File: config.mk
export PLATFORM = sky130hd
export DESIGN_NAME = mcb_cell
export DESIGN_NICKNAME = d
export VERILOG_FILES = /design/src/hdl/mcb_pkg.sv /design/src/hdl/mcb_cell.sv
export SDC_FILE = /design/constraint.sdc
export NUM_CORES = 1
export LEC_CHECK = 0
export ABC_AREA = 1
export CORE_ASPECT_RATIO = 0.7
export CORE_MARGIN = 4
export CORE_UTILIZATION = 47
export CTS_CLUSTER_DIAMETER = 100
export DETAILED_ROUTE_END_ITERATION = 10
export DONT_BUFFER_PORTS = 1
export GPL_ROUTABILITY_DRIVEN = 0
export PLACE_DENSITY = 0.59
export SYNTH_ARGS = -nofsm -noshare
export SYNTH_HDL_FRONTEND = slang
export SYNTH_SLANG_ARGS = --single-unit
File: constraint.sdc
create_clock -name clock -period 1.01 [get_ports clock]
set_input_delay 0.202 -clock clock [delete_from_list [all_inputs] [get_ports clock]]
set_output_delay 0.202 -clock clock [all_outputs]
set_load 0.01 [all_outputs]
File: src/hdl/mcb_pkg.sv
// Shared types and constants of the masked cross blur block.
// Used by mcb_cell, mcb_lane and masked_cross_blur_2d; depends on nothing.
`timescale 1ns / 1ps

package mcb_pkg;

   localparam int MAX_WIDTH_DEFAULT = 32;
   localparam int CHAN_W            = 8;
   localparam int NB_N              = 4;
   localparam int CSR_IDX_W         = 1;
   localparam int CSR_DATA_W        = 8;
   localparam int ROW_WIDTH_W       = 6;

   // register indexes of the configuration port
   localparam logic [CSR_IDX_W-1:0] REG_AMOUNT    = 1'd0;
   localparam logic [CSR_IDX_W-1:0] REG_ROW_WIDTH = 1'd1;

   localparam logic [CSR_DATA_W-1:0]  AMOUNT_RESET    = 8'd0;
   localparam logic [ROW_WIDTH_W-1:0] ROW_WIDTH_RESET = 6'd16;

   localparam logic [CHAN_W-1:0] CHAN_MAX    = 8'd255;
   localparam logic [CHAN_W-1:0] FLOOR_LIMIT = 8'd4;

   // one stored pixel
   typedef struct packed {
      logic              present;
      logic [CHAN_W-1:0] blue;
      logic [CHAN_W-1:0] green;
      logic [CHAN_W-1:0] red;
   } pix_type;

   // one column of the three-row window: r0 above, r1 previous row, r2 current row
   typedef struct packed {
      pix_type r0;
      pix_type r1;
      pix_type r2;
   } col_type;

   typedef struct packed {
      logic adv;     // rotate the ring by one column
      logic vshift;  // row end: move every row up by one
   } cell_ctl_type;

   typedef struct packed {
      logic            blend;  // present center and nonzero amount
      logic [NB_N-1:0] nb_en;  // neighbor contributes (left, right, up, down)
   } lane_ctl_type;

endpackage

File: src/hdl/mcb_cell.sv
// One column cell of the rotating line store ring.
// Depends on mcb_pkg.
`timescale 1ns / 1ps

module mcb_cell (
   input  logic                  clock,
   input  mcb_pkg::cell_ctl_type ctl,
   input  mcb_pkg::col_type      src,
   output mcb_pkg::col_type      q
);

   mcb_pkg::col_type col_ff;
   mcb_pkg::col_type col_in;

   always_comb begin
      col_in = col_ff;
      if (ctl.adv) begin
         if (ctl.vshift) begin
            col_in.r0 = src.r1;
            col_in.r1 = src.r2;
            col_in.r2 = src.r2;
         end else begin
            col_in = src;
         end
      end
   end

   always_ff @(posedge clock) begin
      col_ff <= col_in;
   end

   assign q = col_ff;

endmodule

Word-level counts from Yosys, hierarchy flattened
Index checks and enable logic that the tools add are counted.
Word-level totals
  register bits: 75
  latch bits: 0
  RAM bits: 0
  bits in read-only memories: 0
  input bits: 78
  output and inout port bits: 75
  word-level logic and storage cells: 13
  memories kept: 0
Operators by class
  add/sub/neg operators: 0
  multiply operators: 0
  divide/modulo/power cells: 0
  $lt $le $gt $ge: 0
  eq/ne operators: 0
  shifts and indexed selects: 0
  muxes and demuxes: 1
  bitwise logic cells: 0
  reduce and logical (&&, ||, !) cells: 0
Operators with widths (number)
  $mux W75: 1

Logic depth before layout (Yosys ltp)
Gate-level depths: netlist of run 1.
  word-level depth: 1
  gate-level depth with buffers: 5
  gate-level depth less buffers: 3

Worst setup path after synthesis of run 1
No wires, ideal clock.
  path type: in2reg
  start: input port ctl[0] in the netlist's numbering
  end: register col_ff (netlist bit q[71]) (data pin)
  library setup time: 0.252 ns
  data arrival time: 0.570 ns
  data required time: 0.758 ns
  setup slack: 0.188 ns
  stages: 4
  path buffers: 2
  path through: buf_6 -> buf_4 -> nand2_1 -> nand2_1
On the way
  cells in the longest elaborated chain, start to end: 1
Ends and longest elaborated chain
  start, declared: line mcb_cell.sv:7  | input mcb_pkg::cell_ctl_type ctl,
  $mux W75: line mcb_cell.sv:18  | if (ctl.vshift) begin
  end signal, assigned: line mcb_cell.sv:29  | col_ff <= col_in;
  end, declared: line mcb_cell.sv:12  | mcb_pkg::col_type col_ff;
No other way between the ends.
A chain may end at the register's enable or synchronous reset.

Worst setup path after layout of run 1
  start: register col_ff (netlist bit q[30])
  end: output port q[30] in the netlist's numbering
RTL lines
  end, declared: line mcb_cell.sv:9  | output mcb_pkg::col_type q
No word-level cell between the ends.

==> impl_results.md, run 1 <==
- Pwr Density: 1943 mW/mm2
- Syn Nets: 315
- #FFs+latches synth: 75
- DR WL/cell: 16.95 um
- Register area: 0.002252 mm2
- Clk sink count: 75
- Slew Viols, Final: 0
- Num rows: 24
- Cts repair resizes: 0
- WP data arrival: 0.80 ns
- Cell Count Post-Placement: 304
- Max Buffers Root-to-Sink: 2
- Actual slew at the worst max-slew pin: 0.3215 ns
- Vias per std cell: 4.840
- Clock power share: 35.7%
- Die Y: 74.84 um
- DRC viols: 0
- Critical-path maximum fanout: 1
- Top post-synthesis cells by area: edfxtp_1 (75%), nand2_1 (16%), nand2_2 (4.2%)
- Main combinational cell family by area after synthesis: simple AND/OR/NAND/NOR gates
- Max Clk Rate: 1002 MHz
- Avg Inst Size Synth: 12.65 um2
- Power share of the combinational group: 4.2%
- Final setup viols: 0
- Crit Path Category: reg -> out
- First-pass GRT wire length: 8.431 mm
- Failing checks: hold timing
- NetSw: 0.001399 W
- CTS root buf: clkbuf_8
- Crit path launch: q[30]
- Final Hold Fails: 34
- Vias in the first global route: 1721
- Yosys cell types: 7
- Maximum vdd drop: 0.9474 mV
- PortBufs: 0
- TritonCTS buffer count: 9
- Clock-pin transition on the worst setup and hold timing paths: 0.08 ns
- Synthesis Warnings: 0
- Initial Util: 48.25%
- Cell-internal power: 0.005266 W
- Critical Path End Type: output pin
- Synth Area in XOR/XNOR: 0%
- Cell taking the most area after synthesis: edfxtp_1
- Complex-gate fraction of the synthesized area: 0%
- Area grow syn2layout: 14.35%
- RSZ-0062 raised after global routing: true
- Multi-input gate area: 613.1 um2
- Routed wire length: 5.830 mm
- Final WS setup: 0.01236 ns
- Initial antenna violation count: 0
- Final hold slack: -0.03172 ns
- Post-synthesis mux area share: 0%
- Nets@finish: 340
- Diode count: 0
- CTS Hold Bufs: 25
- Final antenna-violating net count: 0
- Seq pwr share: 60.2%
- Fill count: 493
- H-tree depth: 3
- Minimum clock period: 0.9976 ns
- Cell Area, Synth: 0.002999 mm2
- Max reg flops: 75
- Final period utilization: 98.78%
- Yosys top cell area share: 75.09%
- Slew headroom: 78.57%
- CTS tree: built
- Critical path endpoint: q[30]
- Critical Path Start Type: flop
- Commonest non-fill, non-tap cell in the layout: nand2_1
- Simple-gate share of the synthesized area: 20.44%
- Required time of the critical path: 0.81 ns
- Hpwl dp: 3.597 mm
- Post-Synth Adder-Cell Area: 0%
- Instance count on the critical path: 0
- Share of post-route cells with drive strength above 1: 13.16%
- Hold WC Path Type: in -> reg
- Switching Share: 20.99%
- Die area: 0.007744 mm2
- Die width: 103.5 um
- DR pass1 iterations: 4
- GRT Total Usage: 15.15%
- Maxcap violations: 0
- Leakage: 1.392 nW
- Dpl ws: 0.2318 ns
- DR iter-0 viols: 61
- Status: finished with violations
- Layout Cells excl Fill: 344
- Commonest cells after routing, fill and taps aside: nand2_1 (130), edfxtp_1 (75), dlygate4sd3_1 (25)
- Cells after Synth: 237
- Via count: 1665
- Core footprint: 0.006216 mm2
- Register area share after synthesis: 75.09%
- I/O Pins: 153
- Global route overflow: 0
- Largest net degree at the start of global routing: 76
- Setup bufs post-CTS: 0
## worst min-delay path by stage
stage	startpoint	slack, ns	endpoint	depth (start not counted)
floorplan	src[0]	0.30	q[0]	0
global placement	src[11]	0.30	q[11]	0
detailed placement	src[22]	0.30	q[22]	0
CTS	ctl[1]	-0.05	q[2]	0
global route	ctl[1]	-0.07	q[55]	0
finish	ctl[1]	-0.03	q[3]	0
## kinds of logic (layout without fill, tap and decap cells)
logic type | after synthesis | after routing
simple gates | 150 | 150
buf+inv | 12 | 41
flops | 75 | 75
## layer usage
metal  track usage (%)  share of wire, %  vias up
met4             5.603               1.0        0
met2             22.67                48      110
met5                 0                 0        -
met1             15.46                33      721
met3             13.15                18        6
li1                  -                 -      828
## final cells by class
cell class,count,area share (%)
repair buffers,25,7.297
multi-input cells,150,17.88
flip-flops and latches,75,65.67
inverters,1,0.3283
clock buffers,9,3.612
clock inverters,6,2.371
well taps,78,2.846
## synth_stat cells (all sizes together)
library cell  instances
buf                  11
edfxtp               75
inv                   1
nand2               150
## power groups by stage
stage | clock network [W] | registers (W) | logic [W]
after CTS | 0.00245 | 0.00402 | 0.000279
final | 0.00238 | 0.00401 | 0.000277
after global routing | 0.00262 | 0.00405 | 0.000324
after floorplan | 0 | 0.00403 | 0.000242
after detailed placement | 0 | 0.00408 | 0.000204
after global placement | 0 | 0.00409 | 0.000195
## metrics by stage
stage	total power, W	cell area, um2	setup TNS (ns)	util [%]
CTS	0.006752	3430	-0.01839	55.17
finish	0.006665	3430	0	55.17
global placement	0.004283	2974	0	47.85
detailed placement	0.004285	2974	0	47.85
global route	0.006988	3430	-0.9050	55.17
floorplan	0.004275	2999	0	-
## what timing repair did
item / in CTS / in global routing
endpoints found under the hold margin: 100 / 75
endpoints found under the setup margin: 3 / 60
pin swaps: 0 / 0
No activity file was read; power rests on OpenSTA's default activity.
==> inputs of run 2 (changes only) <==
Settings changed: CORE_ASPECT_RATIO 0.7 to 1.5.
==> run 2 against run 1 <==
  * The run still ends with hold timing left
  * Die area about the same
  * Worst hold slack better by 0.0085 ns
  * Clock-buffer cell count up 1
  * Clock power about the same
  * Critical endpoint is now q[31]
  * Highest routed layer unchanged
==> impl_results.md, run 2 (synthesis gave the netlist of run 1 again) <==
- Share of post-route cells with drive strength above 1: 12.73% (-0.42 points)
- Core footprint: 0.006175 mm2 (-0.66%)
- Vias in the first global route: 1790 (+4.0%)
- Pwr Density: 1957 mW/mm2 (+0.68%)
- Num rows: 35 (+46%)
- Final period utilization: 99.02% (+0.24 points)
- WP data arrival: 0.80 ns (about the same)
- Largest net degree at the start of global routing: 76 (unchanged)
- TritonCTS buffer count: 9 (unchanged)
- Leakage: 1.391 nW (about the same)
- CTS Hold Bufs: 25 (unchanged)
- Commonest cells after routing, fill and taps aside: nand2_1 (130), edfxtp_1 (75), dlygate4sd3_1 (25)
- Slew Viols, Final: 0 (unchanged)
- CTS root buf: clkbuf_8
- Diode count: 0 (unchanged)
- Critical-path maximum fanout: 1 (unchanged)
- Final Power: 0.006705 W (+0.61%)
- Routed wire length: 6.162 mm (+5.7%)
- DRC viols: 0 (unchanged)
- Area grow syn2layout: 14.27% (about the same)
- Dpl ws: 0.2306 ns (-0.001183 ns)
- DR pass1 iterations: 4 (unchanged)
- Maxcap violations: 0 (unchanged)
- Crit Path Category: reg -> out
- Maximum vdd drop: 1.153 mV (+22%)
- Hold WC Path Type: in -> reg
- Max Buffers Root-to-Sink: 2 (unchanged)
- Initial Util: 48.57% (+0.32 points)
- Commonest non-fill, non-tap cell in the layout: nand2_1
- Clk sink count: 75 (unchanged)
- Initial antenna violation count: 0 (unchanged)
- Final Hold Fails: 7 (-79%)
- Hpwl dp: 3.913 mm (+8.8%)
- Final antenna-violating net count: 0 (unchanged)
- Die Y: 105.8 um (+41%)
- RSZ-0062 raised after global routing: true
- Global route overflow: 0 (unchanged)
- Status: finished with violations
- Max Clk Rate: 999.9 MHz (-0.24%)
- Final WS setup: 0.009938 ns (-0.002422 ns)
- Actual slew at the worst max-slew pin: 0.3353 ns (+0.01379 ns)
- Setup TNS: 0 ns (unchanged)
- Final setup viols: 0 (unchanged)
- Die area: 0.007750 mm2 (about the same)
- Hold path startpoint: ctl[1]
- Minimum clock period: 1.000 ns (+0.002422 ns)
- Max reg flops: 75 (unchanged)
- Required time of the critical path: 0.81 ns (about the same)
- Clock-pin transition on the worst setup and hold timing paths: 0.08 ns (about the same)
- Critical Path Start Type: flop
- PortBufs: 0 (unchanged)
- Slew headroom: 77.65% (-0.92 points)
- DR iter-0 viols: 127 (+110%)
- Die width: 73.23 um (-29%)
- Vias per std cell: 5.088 (+5.1%)
- Nets@finish: 340 (unchanged)
- Failing checks: hold timing
- Hold Crit Endpoint: q[2]
- H-tree depth: 3 (unchanged)
- Setup bufs post-CTS: 0 (unchanged)
- I/O Pins: 153 (unchanged)
- CTS tree: built
- Final hold slack: -0.02323 ns (+0.008484 ns)
- DR WL/cell: 18.07 um (+6.6%)
- Via count: 1735 (+4.2%)
- First-pass GRT wire length: 9.446 mm (+12%)
- GRT Total Usage: 16.59% (+1.4 points)
- Worst hold stages: 0 (unchanged)
- Critical Path End Type: output pin
-- run 2: changes by cell type in the layout (fill, tap and decap cells not counted) --
cell,delta
clkinv_1,+1
clkbuf_1,+1
clkinv_2,-1
-- run 2: layer usage --
metal | vias up | routed length [um] | GRT usage, % | part of all wire, %
li1 | 829 | - | - | -
met3 | 13 | 674 | 7.920 | 11
met5 | - | 0 | 0 | 0
met4 | 0 | 159 | 8.839 | 2.6
met2 | 98 | 3208 | 26.12 | 52
met1 | 795 | 2119 | 18.07 | 34
-- run 2: final cells by class --
cell class	count	area, um2
Sequential cell	75	2252
Inverter	1	11.26
Fill cell	520	2748
Timing Repair Buffer	25	250.2
Multi-Input combinational cell	150	613.1
Clock buffer	10	127.6
Tap cell	74	92.59
Clock inverter	6	80.08
-- run 2: what timing repair did --
| action | 4_1_cts | 5_1_grt |
|---|---|---|
| hold endpoints to repair | 100 | 75 |
| resized for setup | 0 | 0 |
| setup endpoints to repair | 9 | 50 |
-- run 2: through the flow --
stage	util, %	instance area [um2]	cells
after floorplan	-	2999	237
after global placement	48.09	2969	300
after detailed placement	48.09	2969	300
after CTS	55.50	3427	341
after global routing	55.50	3427	341
final	55.50	3427	341
-- run 2: power breakdown --
part	switching [W]	total, W	internal [W]	leakage [nW]
Combinational	0.000130	0.000277	0.000147	0.557
Clock	0.00104	0.00241	0.00137	0.101
Sequential	0.000255	0.00401	0.00376	0.732
-- run 2: worst max-delay path by stage --
stage          cells after the start    end  slack (ns)    from
2_1_floorplan                      4  q[71]        0.19  ctl[0]
3_3_place_gp                       3  q[40]        0.26  ctl[0]
3_5_place_dp                       3  q[70]        0.23  ctl[0]
4_1_cts                            0  q[18]       -0.01   q[18]
5_1_grt                            0  q[53]       -0.03   q[53]
6_report                           0  q[31]        0.01   q[31]
