==> src/hdl/mcb_pkg.sv <==
// Shared types and constants of the masked cross blur block.
// Used by mcb_cell, mcb_lane and masked_cross_blur_2d; depends on nothing.
`timescale 1ns / 1ps

package mcb_pkg;

   localparam int MAX_WIDTH_DEFAULT = 32;
   localparam int CHAN_W            = 8;
   localparam int NB_N              = 4;
   localparam int CSR_IDX_W         = 1;
   localparam int CSR_DATA_W        = 8;
   localparam int ROW_WIDTH_W       = 6;

   // register indexes of the configuration port
   localparam logic [CSR_IDX_W-1:0] REG_AMOUNT    = 1'd0;
   localparam logic [CSR_IDX_W-1:0] REG_ROW_WIDTH = 1'd1;

   localparam logic [CSR_DATA_W-1:0]  AMOUNT_RESET    = 8'd0;
   localparam logic [ROW_WIDTH_W-1:0] ROW_WIDTH_RESET = 6'd16;

   localparam logic [CHAN_W-1:0] CHAN_MAX    = 8'd255;
   localparam logic [CHAN_W-1:0] FLOOR_LIMIT = 8'd4;

   // one stored pixel
   typedef struct packed {
      logic              present;
      logic [CHAN_W-1:0] blue;
      logic [CHAN_W-1:0] green;
      logic [CHAN_W-1:0] red;
   } pix_type;

   // one column of the three-row window: r0 above, r1 previous row, r2 current row
   typedef struct packed {
      pix_type r0;
      pix_type r1;
      pix_type r2;
   } col_type;

   typedef struct packed {
      logic adv;     // rotate the ring by one column
      logic vshift;  // row end: move every row up by one
   } cell_ctl_type;

   typedef struct packed {
      logic            blend;  // present center and nonzero amount
      logic [NB_N-1:0] nb_en;  // neighbor contributes (left, right, up, down)
   } lane_ctl_type;

endpackage

==> src/hdl/mcb_lane.sv <==
// One color channel of the blend datapath: product stage, then sum, scale and clamp.
// Depends on mcb_pkg.
`timescale 1ns / 1ps

module mcb_lane (
   input  logic                                    clock,
   input  logic                                    en,
   input  logic [mcb_pkg::CHAN_W-1:0]              amount,
   input  mcb_pkg::lane_ctl_type                   ctl,
   input  logic [mcb_pkg::CHAN_W-1:0]              center,
   input  logic [mcb_pkg::NB_N-1:0][mcb_pkg::CHAN_W-1:0] nb,
   output logic [mcb_pkg::CHAN_W-1:0]              result
);

   localparam int CW    = mcb_pkg::CHAN_W;
   localparam int SH_W  = CW - 2;
   localparam int PC_W  = 2 * CW;
   localparam int PN_W  = CW + SH_W;
   localparam int SUM_W = PC_W + 1;

   logic [CW-1:0]                       weight_c;
   logic [SH_W-1:0]                     share;
   logic [PC_W-1:0]                     prod_c_ff, prod_c_in;
   logic [mcb_pkg::NB_N-1:0][PN_W-1:0]  prod_n_ff, prod_n_in;
   logic [CW-1:0]                       center_ff;
   logic                                blend_ff;
   logic [SUM_W-1:0]                    sum;
   logic [SUM_W-CW-1:0]                 scaled;
   logic [CW-1:0]                       result_ff, result_in;

   assign weight_c = mcb_pkg::CHAN_MAX - amount;
   assign share    = amount[CW-1:2];

   always_comb begin
      prod_c_in = PC_W'(center) * PC_W'(weight_c);
      for (int k = 0; k < mcb_pkg::NB_N; k++) begin
         prod_n_in[k] = ctl.nb_en[k] ? PN_W'(nb[k]) * PN_W'(share) : '0;
      end
   end

   always_comb begin
      sum = SUM_W'(prod_c_ff);
      for (int k = 0; k < mcb_pkg::NB_N; k++) begin
         sum = sum + SUM_W'(prod_n_ff[k]);
      end
      scaled = sum[SUM_W-1:CW];
      if (!blend_ff) begin
         result_in = center_ff;
      end else if (scaled == '0 && center_ff > mcb_pkg::FLOOR_LIMIT) begin
         result_in = CW'(1);
      end else if (scaled[SUM_W-CW-1]) begin
         result_in = mcb_pkg::CHAN_MAX;
      end else begin
         result_in = scaled[CW-1:0];
      end
   end

   always_ff @(posedge clock) begin
      if (en) begin
         prod_c_ff <= prod_c_in;
         prod_n_ff <= prod_n_in;
         center_ff <= center;
         blend_ff  <= ctl.blend;
         result_ff <= result_in;
      end
   end

   assign result = result_ff;

endmodule

==> config.mk <==
export PLATFORM = sky130hd
export DESIGN_NAME = mcb_lane
export DESIGN_NICKNAME = d
export VERILOG_FILES = /design/src/hdl/mcb_pkg.sv /design/src/hdl/mcb_lane.sv
export SDC_FILE = /design/constraint.sdc
export NUM_CORES = 1
export LEC_CHECK = 0
export CORE_MARGIN = 2
export CORE_UTILIZATION = 60
export DETAILED_ROUTE_END_ITERATION = 7
export DONT_BUFFER_PORTS = 1
export HOLD_SLACK_MARGIN = 0.03
export MAX_ROUTING_LAYER = met4
export PLACE_DENSITY = 0.86
export SLEW_MARGIN = 40
export SYNTH_ARGS = -nofsm -noshare
export SYNTH_HDL_FRONTEND = slang
export SYNTH_SLANG_ARGS = --single-unit
==> constraint.sdc <==
create_clock -name clock -period 5.3 [get_ports clock]
set_input_delay 1.06 -clock clock [delete_from_list [all_inputs] [get_ports clock]]
set_output_delay 1.06 -clock clock [all_outputs]
set_load 0.02 [all_outputs]
# Word-level counts from Yosys, hierarchy flattened
# Cells that the tools add are included.
# word_totals
in_bits,55
word_cells,24
output_inout_bits,8
register_bits,89
# classes
magnitude_cmp,1
multipliers,5
reduce_logical,2
muxes,3
add_sub_neg,5
# op_table
op,count
8-bit by 6-bit multiplier with 14-bit output,4
17-bit by 14-bit adder with 17-bit output,3
8-bit 2-to-1 mux,3
16-bit by 14-bit adder with 17-bit output,1
8-bit by 8-bit multiplier with 16-bit output,1
9-bit logical NOT,1
8-bit by 3-bit > comparator with 1-bit output (second input constant),1
8-bit subtractor (first input constant),1
1-bit logical AND,1

# Longest topological paths before layout
# Gate-level depths: netlist (run 1).
# depth
depth_word,8
mapped_depth,18
depth_no_buf,17

# Worst setup path after synthesis (run 1)
# OpenSTA, ideal clock, no wires.
# synth_timing
path_type,input-to-reg
start,input amount[2] (netlist bit)
end,"register prod_c_ff[15], data pin"
path_buffers,1
setup_ns,0.260
path_stages,16
required_ns,5.040
slack_ns,0.243
arrival_ns,4.798
path_cell_list,clkbuf_1 nand2b_1 fa_1 fa_1 inv_1 fa_1 inv_1 fa_1 inv_1 ha_1 a21boi_1 o21ai_1 a21oi_1 a41o_1 o41a_1 xnor2_1
# synth_via
elab_chain_cells,2
# synth_rtl
element,line_no,source
"start, declared",mcb_lane.sv:8,"input logic [mcb_pkg::CHAN_W-1:0] amount,"
8-bit subtractor,mcb_lane.sv:31,assign weight_c = mcb_pkg::CHAN_MAX - amount;
8-bit by 8-bit multiplier with 16-bit output,mcb_lane.sv:35,prod_c_in = PC_W'(center) * PC_W'(weight_c);
via prod_c_in[15],mcb_lane.sv:23,"logic [PC_W-1:0] prod_c_ff, prod_c_in;"
"end signal, assigned",mcb_lane.sv:60,prod_c_ff <= prod_c_in;
"end, declared",mcb_lane.sv:23,
# The timed path passes the listed nets, and every way through them passes these cells.
# A chain may end at the register's enable or synchronous reset.

# Worst setup path after layout (run 1)
# Ends and elaborated chain as after synthesis.

==> key figures, run 1 <==
CTS
  – Clock H-tree levels: 3
  – Root Buffer Master: sky130_fd_sc_hd__clkbuf_16
  – Worst-skew pair later-pin latency: 0.35 ns
  – Clock net sink count: 89
  – CTS tree: built
  – Hold buffer count at CTS: 0
  – CTS Buf Count: 9
  – Number of resized instances in the post-cts repair step: 0
  – Clock transition at the registers of the reported paths: 0.06 ns
  – Number of setup buffers added after CTS: 0
  – Clock Tree Buf Depth: 2

Floorplan
  – Total die area: 21500 µm²
  – Die Span X: 147 µm
  – I/O pins: 63
  – Placement Rows: 52
  – Starting utilization of the core area: 60.7%
  – Die Ht: 147 µm
  – Standard cell core area: 20100 µm²

Layout
  – Layout-stage area growth over the synthesis result: 4.15%
  – Fillers: 1484
  – Area of the multi-input gates: 8430 µm²
  – Final instance area: 12700 µm²
  – Antenna cell count: 0
  – Layout cells sized above 1: 1.64%
  – Final-stage net count: 1585
  – Sequential cell area: 2670 µm²
  – Final core occ: 63.2%

Logic synthesis
  – Average footprint of a synthesized cell: 9.92 µm²
  – Top cells by area, synth: sky130_fd_sc_hd__fa_1, sky130_fd_sc_hd__edfxtp_1, sky130_fd_sc_hd__ha_1
  – Library cell with the largest summed area after synthesis: sky130_fd_sc_hd__fa_1
  – Post-Syn Area: 12200 µm²
  – Count of cell types in the netlist: 48
  – Number of enable-type register cells in the synthesized netlist: 89
  – Most instantiated library cell after synthesis: sky130_fd_sc_hd__inv_1
  – Top cell types by occurrence after synthesis: sky130_fd_sc_hd__inv_1, sky130_fd_sc_hd__fa_1, sky130_fd_sc_hd__ha_1
  – Synthesized netlist cell count: 1230
  – Most frequently used flop master after synthesis: sky130_fd_sc_hd__edfxtp_1
  – Post-synthesis net count: 1603
  – Yosys warns: 0
  – Fraction of synthesis flops using an asynchronous set or reset pin: 0%
  – Area share of the largest cell type after synthesis: 28.9%
  – Sequential-to-total area share from yosys stat: 21.9%
  – Count of state elements after synthesis: 89

Routing
  – Post-DR wirelength/cell: 16.8 µm
  – Vias per Instance: 5.52
  – Initial DRT Pass Iterations: 5
  – Total via count in the routed design: 8197
  – Post-detailed-routing wire length: 25000 µm
  – Number of DRC markers after the initial detailed-route iteration: 594
  – Number of remaining DRC errors: 0
  – Antenna Violating Nets Remaining: 0

Setup path
  – Critical path launch point type: primary input
  – WP data required: 5.40 ns
  – Critical Path End Type: flop
  – Class of the most critical setup path: in2reg
  – Worst path arrival time: 4.81 ns
  – CP Max Fanout: 40

Run status
  – Run status: finished clean

Pwr
  – Combinational fraction of design power: 74.5%
  – Clock share of power: 8.7%
  – Power per cell area: 568 nW/µm²
  – Power dissipated by switching net loads: 3390 µW
  – Cell-internal power: 3830 µW
  – Reported leakage power: 0.00648 µW
  – Peak supply drop: 0.000564 V
  – Switch share: 46.9%
  – Share of total power in sequential cells: 16.9%
  – Tot Pwr: 7220 µW

Timing
  – Peak Freq: 0.212 GHz
  – Final Hold Fails: 0
  – Final Critical Period: 4.71 ns
  – Max_slew headroom: 63.2%
  – Crit path setup slack, layout: 0.586 ns
  – # setup viols final: 0
  – Tightest Pin Transition: 0.543 ns
  – Sum of negative setup slack: 0 ns
  – RSZ-0062 raised after global routing: false
  – Slew Viols, Final: 0
  – Post-route clock period utilization: 88.9%
  – Fin Clk Skew: 0.00598 ns

Global route
  – Antenna violations before repair: 0
  – GRT Total Usage: 25.4%
  – Global route overflow: 0
  – Largest net degree at the start of global routing: 90
  – First-pass GRT wire length: 42200 µm
  – Number of global-route vias before repair: 8813

Placed design
  – Placed cell area: 12400 µm²
  – Port buffer count: 0
  – HPWL after DPL: 19700 µm
  – Post-placement setup slack: 0.261 ns
  – Final weighted congestion in routability-driven placement: 0.868

Worst hold path
  – Hold Crit Class: reg2reg

Run
  – Number of max-cap violations: 0
==> layer usage <==
layer	vias to the layer above	share of wire, %	GRT usage, %
li1	3789	-	-
met1	4097	42	32.6
met2	258	50	41.9
met3	53	5.7	3.94
met4	0	2.5	7.82
met5	-	0	-
==> power by group through the flow <==
stage	clock, µW	sequential (µW)	combinational, µW
floorplan	0	1190	4130
detailed placement	0	1240	5210
CTS	623	1220	5340
global placement	0	1230	4920
finish	625	1220	5380
global route	655	1240	6040
==> flip-flops by register name, summed over array words and instances (netlist names) <==
signal,cells
prod_n_ff,56
blend_ff,1
prod_c_ff,16
result,8
center_ff,8
==> critical path: stages <==
cell                       delay, ns
sky130_fd_sc_hd__nand2b_1       0.16
sky130_fd_sc_hd__fa_1           0.53
sky130_fd_sc_hd__fa_1           0.54
sky130_fd_sc_hd__inv_1          0.05
sky130_fd_sc_hd__fa_1           0.47
sky130_fd_sc_hd__inv_1          0.04
sky130_fd_sc_hd__fa_1           0.47
sky130_fd_sc_hd__inv_1          0.04
sky130_fd_sc_hd__ha_1           0.29
sky130_fd_sc_hd__a21boi_1       0.16
sky130_fd_sc_hd__o21ai_1        0.18
sky130_fd_sc_hd__a21oi_1        0.11
sky130_fd_sc_hd__a41o_1         0.26
sky130_fd_sc_hd__o41a_1         0.32
sky130_fd_sc_hd__xnor2_1        0.13
==> final timing paths <==
| check | to | slack (ns) | from | depth (start not counted) |
|---|---|---|---|---|
| min reg2reg | result[6] | 0.62 | center_ff[6] | 1 |
| max reg2reg | result[5] | 0.60 | prod_n_ff[22] | 16 |
| max | prod_c_ff[15] | 0.59 | amount[2] | 15 |
| min | result[6] | 0.62 | center_ff[6] | 1 |
==> cells by family after synthesis <==
group	Yosys count	synth area share, %
AOI/OAI and AO/OA	117	6.44
xor gates and xnor gates	52	3.73
adders and majority gates	318	43.5
buffers and inverters	292	8.99
DFF	89	21.9
and+or+nand+nor	362	15.5
==> cells in the final DEF (no fill, tap or decap), types with 2 or more instances in the layout <==
cell                        count
sky130_fd_sc_hd__nor3_1         5
sky130_fd_sc_hd__o21a_1         5
sky130_fd_sc_hd__edfxtp_1      89
sky130_fd_sc_hd__or3_1          2
sky130_fd_sc_hd__nand4b_1       2
sky130_fd_sc_hd__or2_2          3
sky130_fd_sc_hd__o21ai_0       11
sky130_fd_sc_hd__clkinv_1       2
sky130_fd_sc_hd__o21ai_1        5
sky130_fd_sc_hd__a21oi_1       30
sky130_fd_sc_hd__nand2b_1      29
sky130_fd_sc_hd__nand3_1        3
sky130_fd_sc_hd__nand2_1      136
sky130_fd_sc_hd__nor2b_1       38
sky130_fd_sc_hd__nor2_1        15
sky130_fd_sc_hd__a21o_1        33
sky130_fd_sc_hd__xor2_1        22
sky130_fd_sc_hd__a31oi_1       10
sky130_fd_sc_hd__clkbuf_1       2
sky130_fd_sc_hd__xnor2_1       30
sky130_fd_sc_hd__and2_1       120
sky130_fd_sc_hd__ha_1         142
sky130_fd_sc_hd__inv_1        263
sky130_fd_sc_hd__clkbuf_16      9
sky130_fd_sc_hd__and3_1         5
sky130_fd_sc_hd__o22a_1         5
sky130_fd_sc_hd__fa_1         176
==> cell type report <==
class,instances,area share [%]
Clock buffer,11,1.83
Clock inverter,4,0.355
Inverter,263,7.77
Multi-Input combinational cell,849,66.3
Sequential cell,89,21.0
Tap cell,270,2.66
==> per-stage QoR <==
stage               std cells  hold WS (ns)
finish                   1486         0.616
detailed placement       1471         0.580
CTS                      1486         0.604
floorplan                1230         0.546
global placement         1471         0.575
global route             1486         0.639
Note: power is estimated with default switching activity, not from simulation.
==> run 2, diff against run 1 <==
--- a/config.mk
+++ b/config.mk
@@ -7,6 +7,7 @@
 export LEC_CHECK = 0
 export CORE_MARGIN = 2
 export CORE_UTILIZATION = 60
+export CTS_BUF_LIST = sky130_fd_sc_hd__clkbuf_16
 export DETAILED_ROUTE_END_ITERATION = 7
 export DONT_BUFFER_PORTS = 1
 export HOLD_SLACK_MARGIN = 0.03
==> run 2 against run 1 <==
  * Via count fell by 0.27%
  * Hold slack about the same
  * Sequential power is essentially flat
  * Core utilization unchanged
  * Design area is the same
  * Count of clock-buffer cells in the layout down 2
  * Clock power down 0.6%
  * Fmax hardly changed
  * Setup slack worse by 0.0034 ns
  * Clock skew grew 0.0011 ns
==> key figures, run 2 (synthesis results as in run 1) <==
Run status
  – Run status: finished clean

Pwr
  – Switch share: 46.9% (about the same)
  – Power per cell area: 567 nW/µm² (-0.15%)
  – Share of total power in sequential cells: 16.9% (about the same)
  – Power dissipated by switching net loads: 3380 µW (-0.20%)
  – Clock share of power: 8.6% (about the same)
  – Combinational fraction of design power: 74.5% (about the same)
  – Reported leakage power: 0.00649 µW (+0.13%)
  – Peak supply drop: 0.000561 V (-0.46%)
  – Cell-internal power: 3830 µW (-0.11%)

CTS
  – Worst-skew pair later-pin latency: 0.35 ns (about the same)
  – Number of setup buffers added after CTS: 0 (unchanged)
  – Number of resized instances in the post-cts repair step: 0 (unchanged)
  – Root Buffer Master: sky130_fd_sc_hd__clkbuf_16
  – Clock H-tree levels: 3 (unchanged)
  – Clock net sink count: 89 (unchanged)
  – Hold buffer count at CTS: 0 (unchanged)
  – CTS Buf Count: 9 (unchanged)
  – Clock transition at the registers of the reported paths: 0.06 ns (about the same)
  – CTS tree: built
  – Clock Tree Buf Depth: 2 (unchanged)

Layout
  – Top library cells by usage in the layout, fill and taps aside: sky130_fd_sc_hd__inv_1, sky130_fd_sc_hd__fa_1, sky130_fd_sc_hd__ha_1
  – Fillers: 1484 (unchanged)
  – Layout-stage area growth over the synthesis result: 4.15% (unchanged)
  – Max reg flops: 56 (unchanged)
  – Layout cells sized above 1: 1.64% (unchanged)
  – Leading registers by flop count: prod_n_ff x56, prod_c_ff x16
  – Final core occ: 63.2% (unchanged)
  – Register containing the most flip-flops in the final layout: prod_n_ff
  – Area of the multi-input gates: 8430 µm² (unchanged)
  – Antenna cell count: 0 (unchanged)
  – Sequential cell area: 2670 µm² (unchanged)
  – Most common cell after layout, fill and taps aside: sky130_fd_sc_hd__inv_1
  – Final-stage net count: 1585 (unchanged)

Timing
  – RSZ-0062 raised after global routing: false
  – Final Hold Fails: 0 (unchanged)
  – Sum of negative setup slack: 0 ns (unchanged)
  – Tightest Pin Transition: 0.552 ns (+0.00891 ns)
  – Slew Viols, Final: 0 (unchanged)
  – Peak Freq: 0.212 GHz (about the same)
  – Max_slew headroom: 62.6% (-0.60 points)
  – Worst hold slack: 0.616 ns (+0.000154 ns)
  – Post-route clock period utilization: 89.0% (about the same)
  – Final Critical Period: 4.72 ns (+0.00339 ns)
  – # setup viols final: 0 (unchanged)
  – Fin Clk Skew: 0.00708 ns (+0.00110 ns)

Setup path
  – Library cell contributing the largest single delay on the critical path: sky130_fd_sc_hd__fa_1
  – WP data required: 5.40 ns (about the same)
  – CP Max Fanout: 40 (unchanged)
  – Crit-path cells: nand2b_1, fa_1, fa_1, inv_1, fa_1, inv_1, fa_1, inv_1, ha_1, a21boi_1, o21ai_1, a21oi_1, a41o_1, o41a_1, xnor2_1
  – Worst reg2reg startpoint: prod_n_ff[22]
  – Worst path top cell family by delay: adder cells
  – Worst path arrival time: 4.82 ns (about the same)
  – Critical path launch point type: primary input
  – Class of the most critical setup path: in2reg
  – Most common cell type on the critical path: sky130_fd_sc_hd__fa_1
  – Worst setup slack for register-to-register paths: 0.60 ns (about the same)
  – CP Buf/Inv Count: 3 (unchanged)
  – Worst R2R Path Depth: 16 (unchanged)
  – Worst stage delay on the critical path: 0.54 ns (about the same)
  – Critical Path End Type: flop
  – Worst r2r dst: result[5]

Global route
  – Largest net degree at the start of global routing: 90 (unchanged)
  – Global route overflow: 0 (unchanged)
  – Antenna violations before repair: 0 (unchanged)
  – First-pass GRT wire length: 42200 µm (unchanged)
  – GRT Total Usage: 25.4% (unchanged)
  – Number of global-route vias before repair: 8813 (unchanged)

Worst hold path
  – Launch point of the worst hold path: center_ff[6]
  – Cell depth of the worst hold path: 1 (unchanged)
  – Hold Crit Class: reg2reg
  – Min-Delay Endpoint: result[6]

Routing
  – Antenna Violating Nets Remaining: 0 (unchanged)
  – Post-DR wirelength/cell: 16.8 µm (about the same)
  – Number of remaining DRC errors: 0 (unchanged)
  – Total via count in the routed design: 8175 (-0.27%)
  – Number of DRC markers after the initial detailed-route iteration: 604 (+1.7%)
  – Post-detailed-routing wire length: 24900 µm (about the same)
  – Initial DRT Pass Iterations: 5 (unchanged)
  – Vias per Instance: 5.50 (-0.27%)

Placed design
  – HPWL after DPL: 19700 µm (unchanged)
  – Final weighted congestion in routability-driven placement: 0.868 (unchanged)
  – Port buffer count: 0 (unchanged)

Floorplan
  – I/O pins: 63 (unchanged)
  – Placement Rows: 52 (unchanged)
  – Total die area: 21500 µm² (unchanged)
  – Starting utilization of the core area: 60.7% (unchanged)
  – Die Ht: 147 µm (unchanged)
  – Die Span X: 147 µm (unchanged)
  – Standard cell core area: 20100 µm² (unchanged)

Run
  – Number of max-cap violations: 0 (unchanged)
==> run 2: layout make-up <==
| class | instances | area share [%] |
|---|---|---|
| Clock buffer | 9 | 1.77 |
| Clock inverter | 6 | 0.414 |
| Inverter | 263 | 7.77 |
| Multi-Input combinational cell | 849 | 66.3 |
| Sequential cell | 89 | 21.0 |
| Tap cell | 270 | 2.66 |
==> run 2: worst reg2reg max path: stages, from the launching register on <==
cell and delay [ns]:
sky130_fd_sc_hd__edfxtp_1 0.39, sky130_fd_sc_hd__inv_1 0.08, sky130_fd_sc_hd__fa_1 0.49, sky130_fd_sc_hd__inv_1 0.06
sky130_fd_sc_hd__fa_1 0.50, sky130_fd_sc_hd__inv_1 0.06, sky130_fd_sc_hd__fa_1 0.51, sky130_fd_sc_hd__inv_1 0.05
sky130_fd_sc_hd__ha_1 0.34, sky130_fd_sc_hd__and3_1 0.21, sky130_fd_sc_hd__nand2_1 0.07, sky130_fd_sc_hd__o211ai_1 0.15
sky130_fd_sc_hd__o21a_4 0.25, sky130_fd_sc_hd__a311o_1 0.39, sky130_fd_sc_hd__a2111o_1 0.49, sky130_fd_sc_hd__and2_4 0.21
sky130_fd_sc_hd__o22a_1 0.18
==> run 2: worst max path at each step <==
stage	startpoint	end	slack (ns)	cells past startpoint
floorplan	amount[2]	prod_c_ff[15]	0.24	16
global placement	amount[2]	prod_c_ff[15]	0.30	15
detailed placement	amount[2]	prod_c_ff[15]	0.26	15
CTS	amount[2]	prod_c_ff[15]	0.61	15
global route	prod_n_ff[22]	result[2]	0.41	16
finish	amount[2]	prod_c_ff[15]	0.58	15
==> run 2: metal layers <==
metal | part of all wire (%) | GRT usage (%) | vias to the layer above
li1 | - | - | 3787
met1 | 42 | 32.6 | 4079
met2 | 50 | 41.9 | 258
met3 | 5.9 | 3.94 | 51
met4 | 2.5 | 7.82 | 0
met5 | 0 | - | -
==> run 2: power groups by stage <==
| stage | Clock, µW | Sequential (µW) | Combinational [µW] |
|---|---|---|---|
| floorplan | 0 | 1190 | 4130 |
| global placement | 0 | 1230 | 4920 |
| detailed placement | 0 | 1240 | 5210 |
| CTS | 620 | 1220 | 5340 |
| global route | 651 | 1240 | 6040 |
| finish | 621 | 1220 | 5370 |
==> run 2: through the flow <==
step / total power, µW / setup WS (ns) / cell area (µm²) / instances
4_1_cts: 7190 / 0.615 / 12700 / 1486
2_1_floorplan: 5320 / 0.243 / 12200 / 1230
3_3_place_gp: 6150 / 0.301 / 12400 / 1471
5_1_grt: 7930 / 0.407 / 12700 / 1486
6_report: 7210 / 0.583 / 12700 / 1486
3_5_place_dp: 6440 / 0.261 / 12400 / 1471
